File: src/blrc_pkg.sv
// ----------------------------------------------------------------------------
// blrc_pkg: shared types and constants of the byte-budget LRU table
// Sizes, operation and status codes, the stored entry layout and the
// command and status groups between the controller and the datapath.
// ----------------------------------------------------------------------------
package blrc_pkg;

	localparam int MAX_ENTRIES = 64;
	localparam int TAG_BITS    = 64;
	localparam int IDX_W       = $clog2(MAX_ENTRIES);
	localparam int CNT_W       = $clog2(MAX_ENTRIES + 1);
	localparam int SIZE_W      = 25;
	localparam int TIME_W      = 64;
	localparam int TTL_W       = 32;
	localparam int STAMP_W     = 64;
	localparam int CTR_W       = 48;
	localparam int CFG_IDX_W   = 4;
	localparam int CFG_DATA_W  = 32;
	localparam logic [TIME_W-1:0] SWEEP_GAP_MS = TIME_W'(2000);

	// Operation codes.
	localparam logic [1:0] FN_GET      = 2'd0;
	localparam logic [1:0] FN_PUT      = 2'd1;
	localparam logic [1:0] FN_CONTAINS = 2'd2;

	// Configuration register indexes.
	localparam logic [CFG_IDX_W-1:0] CFG_CAPACITY = CFG_IDX_W'(0);
	localparam logic [CFG_IDX_W-1:0] CFG_TTL      = CFG_IDX_W'(1);

	typedef enum logic [1:0] {
		ST_HIT       = 2'd0,
		ST_MISS      = 2'd1,
		ST_TOO_LARGE = 2'd2,
		ST_PRESENT   = 2'd3
	} status_t;

	typedef enum logic [1:0] {
		SEL_ZERO  = 2'd0,
		SEL_MATCH = 2'd1,
		SEL_FREE  = 2'd2
	} slot_sel_t;

	typedef enum logic [3:0] {
		S_IDLE, S_SCAN, S_DECIDE, S_TTL_CHK, S_TTL_SCAN, S_BUD_CHK, S_BUD_SCAN,
		S_FULL_CHK, S_INSERT, S_HIT_WR, S_RESP
	} state_t;

	// One stored table entry. The stamp orders entries by recency.
	typedef struct packed {
		logic [TAG_BITS-1:0] tag;
		logic [SIZE_W-1:0]   size;
		logic [TIME_W-1:0]   last;
		logic [STAMP_W-1:0]  stamp;
	} entry_t;

	typedef struct packed {
		logic      latch;
		logic      scan_start;
		logic      evict;
		logic      insert;
		logic      hit_wr;
		logic      sweep;
		logic      res_load;
		status_t   res_status;
		slot_sel_t res_sel;
	} cmd_t;

	typedef struct packed {
		logic       scan_done;
		logic       match_found;
		logic       tail_found;
		logic       expired;
		logic       over;
		logic       full;
		logic       too_large;
		logic       sweep_due;
		logic       out_free;
		logic [1:0] func;
	} stat_t;

endpackage

File: src/blrc_ctrl.sv
// ----------------------------------------------------------------------------
// blrc_ctrl: operation sequencer of the byte-budget LRU table
// Steps each word through lookup and, as its operation needs, expiry sweep,
// budget eviction, insert or hit refresh and response, driving the datapath by commands.
// ----------------------------------------------------------------------------
module blrc_ctrl (
	input  logic             clk,
	input  logic             arst_n,
	input  logic             in_valid,
	output logic             in_stall,
	input  blrc_pkg::stat_t  st,
	output blrc_pkg::cmd_t   cmd
);
	import blrc_pkg::*;

	state_t    state_q, state_nxt;
	status_t   sts_q, sts_nxt;
	slot_sel_t sel_q, sel_nxt;

	// State and pending response registers.
	always_ff @(posedge clk or negedge arst_n) begin
		if (!arst_n) begin
			state_q <= S_IDLE;
			sts_q   <= ST_MISS;
			sel_q   <= SEL_ZERO;
		end else begin
			state_q <= state_nxt;
			sts_q   <= sts_nxt;
			sel_q   <= sel_nxt;
		end
	end

	assign in_stall = (state_q != S_IDLE);

	// Next state and commands.
	always_comb begin
		state_nxt = state_q;
		sts_nxt   = sts_q;
		sel_nxt   = sel_q;
		cmd       = '0;
		cmd.res_status = sts_q;
		cmd.res_sel    = sel_q;
		case (state_q)
			S_IDLE: begin
				if (in_valid) begin
					cmd.latch      = 1'b1;
					cmd.scan_start = 1'b1;
					state_nxt      = S_SCAN;
				end
			end
			S_SCAN: begin
				if (st.scan_done) state_nxt = S_DECIDE;
			end
			S_DECIDE: begin
				state_nxt = S_RESP;
				sts_nxt   = ST_MISS;
				sel_nxt   = SEL_ZERO;
				case (st.func)
					FN_GET: begin
						if (st.match_found) state_nxt = S_HIT_WR;
					end
					FN_PUT: begin
						if (st.too_large) begin
							sts_nxt = ST_TOO_LARGE;
						end else if (st.match_found) begin
							sts_nxt = ST_PRESENT;
							sel_nxt = SEL_MATCH;
						end else if (st.sweep_due) begin
							cmd.sweep = 1'b1;
							state_nxt = S_TTL_CHK;
						end else begin
							state_nxt = S_BUD_CHK;
						end
					end
					FN_CONTAINS: begin
						if (st.match_found) begin
							sts_nxt = ST_HIT;
							sel_nxt = SEL_MATCH;
						end
					end
					default: begin
						sts_nxt = ST_MISS;
					end
				endcase
			end
			S_TTL_CHK: begin
				if (st.tail_found && st.expired) begin
					cmd.evict      = 1'b1;
					cmd.scan_start = 1'b1;
					state_nxt      = S_TTL_SCAN;
				end else begin
					state_nxt = S_BUD_CHK;
				end
			end
			S_TTL_SCAN: begin
				if (st.scan_done) state_nxt = S_TTL_CHK;
			end
			S_BUD_CHK: begin
				if (st.tail_found && st.over) begin
					cmd.evict      = 1'b1;
					cmd.scan_start = 1'b1;
					state_nxt      = S_BUD_SCAN;
				end else begin
					state_nxt = S_FULL_CHK;
				end
			end
			S_BUD_SCAN: begin
				if (st.scan_done) state_nxt = S_BUD_CHK;
			end
			S_FULL_CHK: begin
				if (st.tail_found && st.full) cmd.evict = 1'b1;
				state_nxt = S_INSERT;
			end
			S_INSERT: begin
				cmd.insert = 1'b1;
				sts_nxt    = ST_HIT;
				sel_nxt    = SEL_FREE;
				state_nxt  = S_RESP;
			end
			S_HIT_WR: begin
				cmd.hit_wr = 1'b1;
				sts_nxt    = ST_HIT;
				sel_nxt    = SEL_MATCH;
				state_nxt  = S_RESP;
			end
			S_RESP: begin
				if (st.out_free) begin
					cmd.res_load = 1'b1;
					state_nxt    = S_IDLE;
				end
			end
			default: begin
				state_nxt = S_IDLE;
			end
		endcase
	end

endmodule

File: config.mk
export PLATFORM = sky130hd
export DESIGN_NAME = blrc_ctrl
export DESIGN_NICKNAME = d
export VERILOG_FILES = /design/src/blrc_pkg.sv /design/src/blrc_ctrl.sv
export SDC_FILE = /design/constraint.sdc
export NUM_CORES = 1
export LEC_CHECK = 0
export ABC_AREA = 1
export BUFFER_PORTS_ARGS = -buffer_cell sky130_fd_sc_hd__buf_2
export CAP_MARGIN = 20
export CORE_AREA = 10 10 50 52
export CTS_BUF_LIST = sky130_fd_sc_hd__clkbuf_4
export DETAILED_ROUTE_END_ITERATION = 8
export DIE_AREA = 0 0 60 62
export GPL_ROUTABILITY_DRIVEN = 1
export PLACE_DENSITY = 0.78
export SKIP_LAST_GASP = 1
export SLEW_MARGIN = 25
export SYNTH_ARGS = -nofsm -noshare
export SYNTH_HDL_FRONTEND = slang
export SYNTH_SLANG_ARGS = --single-unit
File: constraint.sdc
create_clock -name clk -period 1.8 [get_ports clk]
set_clock_uncertainty 0.15 [all_clocks]
set_input_delay 0.09 -clock clk [delete_from_list [all_inputs] [get_ports clk]]
set_output_delay 0.09 -clock clk [all_outputs]
set_load 0.02 [all_outputs]
Word level (Yosys, flattened, before mapping):

Cells that the tools add are included.

* flip-flop bits (word level): 8
* input bits: 14

* eq/ne operators: 17
* multiplexer cells: 38
* reductions and logical operators: 10

Operators with widths (count)
* case mux 4 bit (10 select lines): 1
* two-way mux 4 bit: 7
* equality test 4 x 3 -> 1 bit (second input constant): 4
* two-way mux 1 bit: 15
* two-way mux 2 bit: 7
* equality test 4 bit (second input constant): 3
* case mux 2 bit (2 select lines): 3
* != test 2 bit (second input constant): 5
* equality test 4 x 2 -> 1 bit (second input constant): 2
* case mux 4 bit (2 select lines): 1
* case mux 1 bit (3 select lines): 2
* case mux 2 bit (3 select lines): 1
* AND reduction 5 bit: 1
* equality test 4 x 1 -> 1 bit (second input constant): 1
* logical NOT 4 bit: 1
* nonzero test 4 bit: 1
* logical AND 1 bit: 3
* two-way mux 3 bit: 1
* nonzero test 3 bit: 1
* equality test 2 x 1 -> 1 bit (second input constant): 1
* equality test 2 bit (second input constant): 1
* logical NOT 2 bit: 1
* nonzero test 2 bit: 1
* OR reduction 2 bit: 1

Logic depth before layout (Yosys ltp):

Gate-level depths: netlist of the first run.

* word-level depth: 5
* gate-level depth with buffers: 9

Worst setup path after synthesis of the first run:

Ideal clock, no wire load.

* path kind: reg2out
* start: register state_q[2]
* end: output cmd[9] in the netlist's numbering
* data arrival time: 1.442 ns
* required time: 1.560 ns
* slack: 0.118 ns
* cell stages (with the launch flop): 5
* path through: dfrtp_1 -> nor2_4 -> nand2_1 -> nor2_1 -> nand3b_1

RTL lines
* from (decl): line blrc_ctrl.sv:16 `state_t state_q, state_nxt;`
* from (signal assigned): line blrc_ctrl.sv:27 `state_q <= state_nxt;`
* to (decl): line blrc_ctrl.sv:12 `output blrc_pkg::cmd_t cmd`

==> results of run 1 <==
worst paths after layout:
kind                               to  slack (ns)  cells after the start
min                        state_q[0]        0.03                      2
max reg2reg                state_q[0]        0.29                      7
max in group asynchronous    sts_q[0]        1.22                      2
min reg2reg                  sel_q[1]        0.31                      2
max                            cmd[9]        0.06                      6
min in group clk             sts_q[0]        0.03                      4
metrics by stage:
stage                     hold WS, ns  std cells  TNS, ns   util
after detailed placement       -0.209        161        0  0.561
after global placement         -0.210        161        0  0.561
after global routing           0.0555        172  -0.0275  0.627
after floorplan                -0.356        120        0      -
after CTS                      0.0278        168        0  0.598
final                          0.0292        172        0  0.627
flip-flops by register name, indices dropped and copies added, names as in the netlist:
register / flops
state_q: 4
sel_q: 2
sts_q: 2
logic make-up (layout without fill, tap and decap cells):
kind of cell             count (synthesis)  after routing  share of synthesized area
AND/OR/NAND/NOR                         74             74                      0.457
buffers and inverters                   24             59                      0.135
AO/OA/AOI/OAI                           10             10                     0.0799
flip-flops                               8              8                      0.263
adder cells (fa/ha/maj)                  4              4                     0.0653
metal layers:
| metal | routed length (um) | GRT usage | vias up | part of all wire |
|---|---|---|---|---|
| met5 | 0 | 0 | - | 0 |
| met4 | 28 | 0.0641 | 0 | 0.013 |
| met3 | 175 | 0.0285 | 3 | 0.082 |
| met2 | 1010 | 0.190 | 35 | 0.48 |
| met1 | 907 | 0.134 | 402 | 0.43 |
| li1 | - | - | 439 | - |
area by class of cell:
class | count | area (um^2)
Fill cell | 150 | 602
Tap cell | 17 | 21.3
Inverter | 23 | 96.3
Clock buffer | 4 | 30.0
Timing Repair Buffer | 32 | 188
Multi-Input combinational cell | 88 | 474
Sequential cell | 8 | 203
worst register-to-register path: cells and delay by family, from the launching register on:
| family | cells | cell delay (ns) |
|---|---|---|
| buffers and inverters | 1 | 0.14 |
| flip-flops | 1 | 0.45 |
| AND/OR/NAND/NOR | 5 | 0.48 |
| AO/OA/AOI/OAI | 1 | 0.16 |
power by group through the flow:
| stage | combinational (mW) | clock (mW) | sequential [mW] |
|---|---|---|---|
| after global placement | 0.986 | 0 | 0.364 |
| final | 1.13 | 0.170 | 0.371 |
| after global routing | 1.25 | 0.187 | 0.386 |
| after floorplan | 0.719 | 0 | 0.411 |
| after CTS | 1.01 | 0.175 | 0.364 |
| after detailed placement | 1.01 | 0 | 0.366 |
what timing repair did:
| item | in CTS | in global routing |
|---|---|---|
| hold endpoints to repair | 10 | 0 |
| setup buffers | 0 | 4 |
| hold buffers | 3 | 0 |
| gates resized for setup | 0 | 6 |
| setup endpoints to repair | 0 | 4 |
synthesized netlist by cell type:
library cell  instances
o21ai_1               1
nand2_1              38
nand3_1              11
inv_8                 1
o221ai_1              1
inv_2                 5
nand3_2               1
nor2_8                1
buf_4                 1
inv_4                 1
nor2_4                1
nor2_2                1
nand2_2               1
dfrtp_1               7
ha_1                  4
nor3_1                2
nand2_4               2
nand3b_1              1
nor2_1               14
dfstp_2               1
o21ai_0               5
inv_1                15
or2_1                 1
o31ai_2               1
a21oi_1               2
clkinv_1              1
==> impl_metrics.yaml, run 1 <==
timing:
  period_needed_ns: 1.74
  setup_viol: 0
  slew-limit-headroom: 0.818
  post-route-period-util: 0.966
  worst_slew_pin_slew_ns: 0.273
  rsz0062_at_grt: "true"
  slew_viol_final: 0
  timing_hold_violations_final: 0
  setup_ws_ns: 0.0609
  fmax_mhz: 575
layout:
  drive_gt1_frac: 0.348
  final_common_cell: "nand2_1"
  antenna_cells: 0
  nNetsFinal: 174
  final_cell_mix: "38 x nand2_1, 24 x buf_2, 15 x inv_1"
  fin_area_mm2: 0.00101
  area_growth_pct: 32.0
critical_path:
  critical_path.cell_chain: "nor2_4 -> buf_4 -> buf_4 -> nand3_1 -> nand3b_1 -> buf_2"
  start_kind: "register"
  arrival_ns: 1.50
  crit_top_cell: "buf_4"
  crit_required_ns: 1.56
  cpMaxStageDelayCell: "dfrtp_2"
  critPathMaxFanout: 6
  startpoint: "state_q[2]"
  slowest_delay_ns: 0.45
  worstReg2RegStart: "state_q[2]"
  crit_type: "reg -> out"
  crit_buf_inv: 3
  critPathTopFamily: "flip-flops"
  cp-end-kind: "primary output"
pwr:
  pwr-share-comb: 0.676
  pwr-share-seq: 0.222
  internal_power_mw: 0.782
  switching_power_mw: 0.885
  swShare: 0.531
  peakVddDrop_v: 0.000802
  p_clk_frac: 0.102
  powerDensity_mw_per_mm2: 1650
  p_leak_nw: 0.603
  power_mw: 1.67
cts:
  numCtsBuffers: 3
  cts_tree: "done"
  clk_latency_ns: 0.27
  clock_sinks: 8
  clockRootBuffer: "clkbuf_4"
  clk_pin_slew_worst_paths_ns: 0.06
  cts_buffer_depth: 2
  h-tree-depth: 1
grt:
  grt_pass1_wl_um: 3440
  grt_remaining_overflow: 0
  grt_usage: 0.115
  grt_max_degree: 9
  grt_antenna_before_repair: 0
  grt_pass1_vias: 883
detailed_routing:
  routed_wl_um: 2130
  vias: 879
  via_per_inst: 5.11
  antenna_left: 0
  drc_errors: 0
  dr.pass1.iters: 4
  wl_per_cell_um: 12.4
  drt-initial-drc-count: 35
placement:
  place_congestion: 0.895
  dpl-instance-area_um2: 906
  place.detailed.hpwl_um: 1690
  dp_slack_ns: 0.342
  portBuffers: 25
die:
  die_h_um: 62
  die_w_um: 60
  io_pins: 26
  core_mm2: 0.00161
  start_util: 0.475
  rows: 15
  die_area_mm2: 0.00372
yosys:
  yosysUniqueCellTypes: 26
  synth_warnings: 0
  synthesis.area_um2: 767
  synth-seq-area-share: 0.263
  avgSynthCellArea_um2: 6.39
  synth_top_area_frac: 0.228
  ys_seq_elements: 8
  yosys-top-cells-area: "dfrtp_1 23%, nand2_1 19%, inv_1 7.3%"
  synthCells: 120
  synth_nets: 138
  synth_area_leader_cell: "dfrtp_1"
run_status:
  status: "finished, final reports clean"
hold_path:
  hp-class: "in -> async"
flow_run:
  drv_cap: 0
No activity file was read; power rests on OpenSTA's default activity.
==> inputs of run 2 (changes only) <==
--- a/config.mk
+++ b/config.mk
@@ -8,12 +8,12 @@
 export ABC_AREA = 1
 export BUFFER_PORTS_ARGS = -buffer_cell sky130_fd_sc_hd__buf_2
 export CAP_MARGIN = 20
-export CORE_AREA = 10 10 50 52
+export CORE_AREA = 2 2 41 43
 export CTS_BUF_LIST = sky130_fd_sc_hd__clkbuf_4
 export DETAILED_ROUTE_END_ITERATION = 8
-export DIE_AREA = 0 0 60 62
+export DIE_AREA = 0 0 43 45
 export GPL_ROUTABILITY_DRIVEN = 1
-export PLACE_DENSITY = 0.78
+export PLACE_DENSITY = 0.82
 export SKIP_LAST_GASP = 1
 export SLEW_MARGIN = 25
 export SYNTH_ARGS = -nofsm -noshare
==> constraint.sdc (replaced) <==
create_clock -name clk -period 2 [get_ports clk]
set_clock_uncertainty 0.15 [all_clocks]
set_input_delay 0.1 -clock clk [delete_from_list [all_inputs] [get_ports clk]]
set_output_delay 0.1 -clock clk [all_outputs]
set_load 0.02 [all_outputs]
==> run 2 against run 1 <==
Net effect: routed wire length shrank 17%; total power down 18%; sequential share of layout area increased by 1.1 points; via count fell by 3.2%; core utilization rose by 2.2 points; design area decreased by 5.7%; flip-flop and latch count stayed put; die area is 48% lower; first-iteration DRC count down 43%; non-clock buffer count fell by 5; sequential power down 11%; combinational power decreased by 21%.
==> impl_metrics.yaml, run 2 (same netlist as run 1, synthesis figures left out) <==
cts:
  clk_pin_slew_worst_paths_ns: 0.06
  h-tree-depth: 1
  clock_sinks: 8
  numCtsBuffers: 3
  cts_buffer_depth: 2
  cts_tree: "done"
  clockRootBuffer: "clkbuf_4"
  clk_latency_ns: 0.25
critical_path:
  r2r_cells: 8
  start_kind: "register"
  crit_required_ns: 1.75
  cpMaxStageDelayCell: "dfrtp_1"
  arrival_ns: 1.50
  crit_type: "reg -> out"
  slowest_delay_ns: 0.45
  ff2ff_setup_slack_ns: 0.55
  cp-end-kind: "primary output"
  reg2reg_to: "sts_q[1]"
  critPathMaxFanout: 7
  critical_path.cell_chain: "nor2_4 -> inv_4 -> nor2_8 -> inv_8 -> nor3_1 -> buf_2"
  worstReg2RegStart: "state_q[2]"
timing:
  tns_ns: 0
  slew-limit-headroom: 0.833
  fmax_mhz: 572
  setup_viol: 0
  period_needed_ns: 1.75
  rsz0062_at_grt: "false"
  timing_hold_violations_final: 0
  worst_slew_pin_slew_ns: 0.250
  post-route-period-util: 0.875
  slew_viol_final: 0
detailed_routing:
  vias: 851
  drt-initial-drc-count: 20
  drc_errors: 0
  dr.pass1.iters: 4
  routed_wl_um: 1760
  wl_per_cell_um: 10.6
  antenna_left: 0
  via_per_inst: 5.13
placement:
  place_congestion: 1.01
  place.detailed.hpwl_um: 1490
  portBuffers: 25
grt:
  grt_max_degree: 9
  grt_pass1_vias: 758
  grt_antenna_before_repair: 0
  grt_usage: 0.201
  grt_remaining_overflow: 0
  grt_pass1_wl_um: 2950
run_status:
  status: "finished, final reports clean"
die:
  start_util: 0.521
  die_area_mm2: 0.00194
  io_pins: 26
  die_w_um: 43
  core_mm2: 0.00147
  die_h_um: 45
  rows: 14
layout:
  regMostFlops: "state_q"
  final_core_util: 0.649
  antenna_cells: 0
  largest_reg_flops: 4
  final_common_cell: "nand2_1"
  area_growth_pct: 24.5
  nNetsFinal: 169
  drive_gt1_frac: 0.300
  final_cell_mix: "38 x nand2_1, 25 x buf_2, 15 x inv_1"
  reg_top3: "state_q (4), sel_q (2), sts_q (2)"
pwr:
  pwr-share-comb: 0.653
  pwr-share-seq: 0.241
  swShare: 0.536
  powerDensity_mw_per_mm2: 1440
  p_clk_frac: 0.106
  internal_power_mw: 0.638
  peakVddDrop_v: 0.000660
  p_leak_nw: 0.580
  switching_power_mw: 0.737
hold_path:
  hp-start: "st[2]"
  min_to: "state_q[3]"
  hp-class: "in -> reg"
  hold_depth: 4
flow_run:
  drv_cap: 0
==> run 2: cell count changes in the layout (fill, tap and decap cells not counted), sizes merged <==
cell / change
buf: -4
dlygate4sd3: -1
==> run 2: routing by layer <==
metal / vias to the layer above / GRT usage / routed length [um]
met5: - / 0 / 0
met4: 0 / 0.0848 / 8
met3: 2 / 0.0360 / 112
met2: 33 / 0.355 / 908
met1: 384 / 0.242 / 728
li1: 432 / - / -
==> run 2: area by class of cell <==
type | instances | area, um^2
multi-input cells | 88 | 462
inverters | 23 | 96.3
repair buffers | 27 | 145
flip-flops and latches | 8 | 201
well taps | 16 | 20.0
fillers | 130 | 517
clock buffers | 4 | 30.0
==> run 2: worst max-delay path by stage <==
stage | start | endpoint | slack [ns] | cells past startpoint
floorplan | state_q[2] | cmd[9] | 0.31 | 4
CTS | state_q[2] | cmd[5] | 0.26 | 6
detailed placement | state_q[2] | cmd[5] | 0.54 | 6
global placement | state_q[2] | cmd[5] | 0.56 | 6
finish | state_q[2] | cmd[5] | 0.25 | 6
global route | state_q[2] | cmd[5] | 0.09 | 6
==> run 2: stage by stage <==
| stage | area, um^2 | setup WS (ns) | hold WS, ns | power [mW] | cells |
|---|---|---|---|---|---|
| floorplan | 767 | 0.308 | -0.346 | 1.02 | 120 |
| global placement | 905 | 0.557 | -0.203 | 1.21 | 160 |
| detailed placement | 905 | 0.544 | -0.205 | 1.22 | 160 |
| CTS | 955 | 0.260 | 0.0369 | 1.38 | 166 |
| global route | 955 | 0.0882 | 0.0700 | 1.50 | 166 |
| finish | 955 | 0.251 | 0.0419 | 1.37 | 166 |
==> run 2: power groups by stage <==
stage / Combinational [mW] / Clock, mW / Sequential, mW
6_report: 0.897 / 0.146 / 0.331
5_1_grt: 1.00 / 0.154 / 0.339
4_1_cts: 0.898 / 0.148 / 0.331
3_5_place_dp: 0.888 / 0 / 0.333
3_3_place_gp: 0.879 / 0 / 0.329
2_1_floorplan: 0.647 / 0 / 0.370
==> run 2: critical path, delay by kind of cell, from the launching register on <==
| kind | cells | cell delay (ns) |
|---|---|---|
| buf+inv | 3 | 0.31 |
| simple gates | 3 | 0.48 |
| flops | 1 | 0.45 |
==> run 2: what timing repair did <==
action                    in CTS  in global routing
hold buffers                   2                  0
hold endpoints to repair       9                  0
buffers inserted               0                  0
gates resized for setup        0                  0
==> inputs of run 3 (changes only) <==
--- a/config.mk
+++ b/config.mk
@@ -8,12 +8,12 @@
 export ABC_AREA = 1
 export BUFFER_PORTS_ARGS = -buffer_cell sky130_fd_sc_hd__buf_2
 export CAP_MARGIN = 20
-export CORE_AREA = 2 2 41 43
+export CORE_AREA = 2 2 41 50
 export CTS_BUF_LIST = sky130_fd_sc_hd__clkbuf_4
 export DETAILED_ROUTE_END_ITERATION = 8
-export DIE_AREA = 0 0 43 45
+export DIE_AREA = 0 0 43 52
 export GPL_ROUTABILITY_DRIVEN = 1
-export PLACE_DENSITY = 0.82
+export PLACE_DENSITY = 0.74
 export SKIP_LAST_GASP = 1
 export SLEW_MARGIN = 25
 export SYNTH_ARGS = -nofsm -noshare
==> constraint.sdc (replaced) <==
create_clock -name clk -period 1.5 [get_ports clk]
set_clock_uncertainty 0.15 [all_clocks]
set_input_delay 0.075 -clock clk [delete_from_list [all_inputs] [get_ports clk]]
set_output_delay 0.075 -clock clk [all_outputs]
set_load 0.02 [all_outputs]
==> run 3 against run 2 <==
Net effect: the run now ends with negative setup slack left; largest power group unchanged; sequential share of layout area is 3.2 points lower; flip-flop and latch count stayed put; routed wire length is 15% higher; clock power is 36% higher; via count is 3.6% higher; critical endpoint unchanged; cell count is 7.8% higher; count of clock-buffer cells in the layout stayed put.
==> impl_metrics.yaml, run 3 (same netlist as run 1, synthesis figures left out) <==
layout:
  area_growth_pct: 49.1
  regMostFlops: "state_q"
  final_cell_mix: "34 x nand2_1, 20 x buf_2, 15 x inv_1"
  final_common_cell: "nand2_1"
  antenna_cells: 0
  nNetsFinal: 179
  drive_gt1_frac: 0.438
  largest_reg_flops: 4
  fillers: 162
  reg_top3: "state_q (4), sel_q (2), sts_q (2)"
  final_core_util: 0.640
detailed_routing:
  drc_errors: 0
  routed_wl_um: 2010
  drt-initial-drc-count: 15
  routed-wl-met3_um: 69
  highest_layer: "met4"
  via_per_inst: 4.93
  wl_met2_um: 1150
  wl_per_cell_um: 11.2
  dr.pass1.iters: 4
  vias: 882
  met1Wirelength_um: 751
  antenna_left: 0
pwr:
  powerDensity_mw_per_mm2: 1950
  peakVddDrop_v: 0.000800
  p_leak_nw: 0.641
critical_path:
  crit_type: "reg -> out"
  start_kind: "register"
  crit_required_ns: 1.27
  cp-end-kind: "primary output"
  critPathMaxFanout: 6
  arrival_ns: 1.36
grt:
  grt_usage: 0.184
  grt_pass1_vias: 777
  grt_max_degree: 9
  grt_antenna_before_repair: 0
  grt_remaining_overflow: 0
  grt_pass1_wl_um: 3070
timing:
  setup_ws_ns: -0.0900
  rsz0062_at_grt: "true"
  holdWs_ns: 0.0140
  worst_slew_pin_slew_ns: 0.210
  timing_hold_violations_final: 0
  period_needed_ns: 1.59
  setup_viol: 8
  slew-limit-headroom: 0.859
  post-route-period-util: 1.06
  fmax_mhz: 629
  slew_viol_final: 0
die:
  io_pins: 26
  start_util: 0.429
  rows: 17
  core_mm2: 0.00179
  die_h_um: 52
  die_w_um: 43
  die_area_mm2: 0.00224
placement:
  portBuffers: 25
  place.detailed.hpwl_um: 1530
  place_congestion: 0.806
cts:
  h-tree-depth: 1
  cts_buffer_depth: 2
  clockRootBuffer: "clkbuf_4"
  clock_sinks: 8
  clk_pin_slew_worst_paths_ns: 0.06
  cts_tree: "done"
  clk_latency_ns: 0.26
  numCtsBuffers: 3
hold_path:
  hp-class: "in -> reg"
run_status:
  status: "finished, violations left"
  violations: "negative setup slack"
flow_run:
  drv_cap: 0
[run 3: per-layer routing]
| layer | vias up | GRT usage |
|---|---|---|
| li1 | 454 | - |
| met1 | 401 | 0.203 |
| met2 | 21 | 0.326 |
| met3 | 6 | 0.0382 |
| met4 | 0 | 0.0960 |
| met5 | - | 0 |
[run 3: what timing repair did]
action | 4_1_cts | 5_1_grt
cloned | 0 | 0
setup endpoints to repair | 8 | 13
setup buffers | 5 | 4
hold endpoints to repair | 9 | 0
resized for setup | 9 | 20
pin swaps | 3 | 3
hold buffers | 2 | 0
[run 3: final timing paths]
path	depth (start not counted)	startpoint	slack, ns	to
min	4	st[2]	0.01	state_q[3]
max	6	state_q[2]	-0.09	cmd[5]
min in group asynchronous	2	arst_n	0.02	state_q[3]
max in group asynchronous	2	arst_n	0.94	sts_q[0]
min reg2reg	2	sts_q[0]	0.31	sts_q[0]
max reg2reg	9	state_q[1]	-0.04	state_q[0]
[run 3: per-stage QoR]
stage	power [mW]	setup TNS (ns)	std cells	setup WS (ns)	instance area (um^2)
global placement	1.63	0	164	0.0981	928
CTS	2.00	-0.517	175	-0.103	1040
global route	2.39	-0.963	179	-0.149	1140
detailed placement	1.65	0	164	0.0787	928
floorplan	1.37	-0.0149	120	-0.0149	779
finish	2.23	-0.347	179	-0.0900	1140
[run 3: report_power, final]
group	internal (mW)	switching (mW)
clock	0.120	0.0777
sequential	0.338	0.138
combinational	0.629	0.923
total	1.09	1.14
[run 3: layout make-up]
class | count | area (um^2) | area share
well taps | 19 | 23.8 | 0.0208
flip-flops and latches | 8 | 205 | 0.179
multi-input cells | 88 | 538 | 0.470
clock buffers | 4 | 30.0 | 0.0263
inverters | 23 | 98.8 | 0.0864
repair buffers | 37 | 248 | 0.217
[run 3: worst max-delay path, stage by stage (launching register included)]
cell and delay, ns:
dfrtp_2 0.47, nor2_4 0.17, inv_4 0.06, nor2_8 0.12, inv_8 0.04, nor3_4 0.11, buf_6 0.14
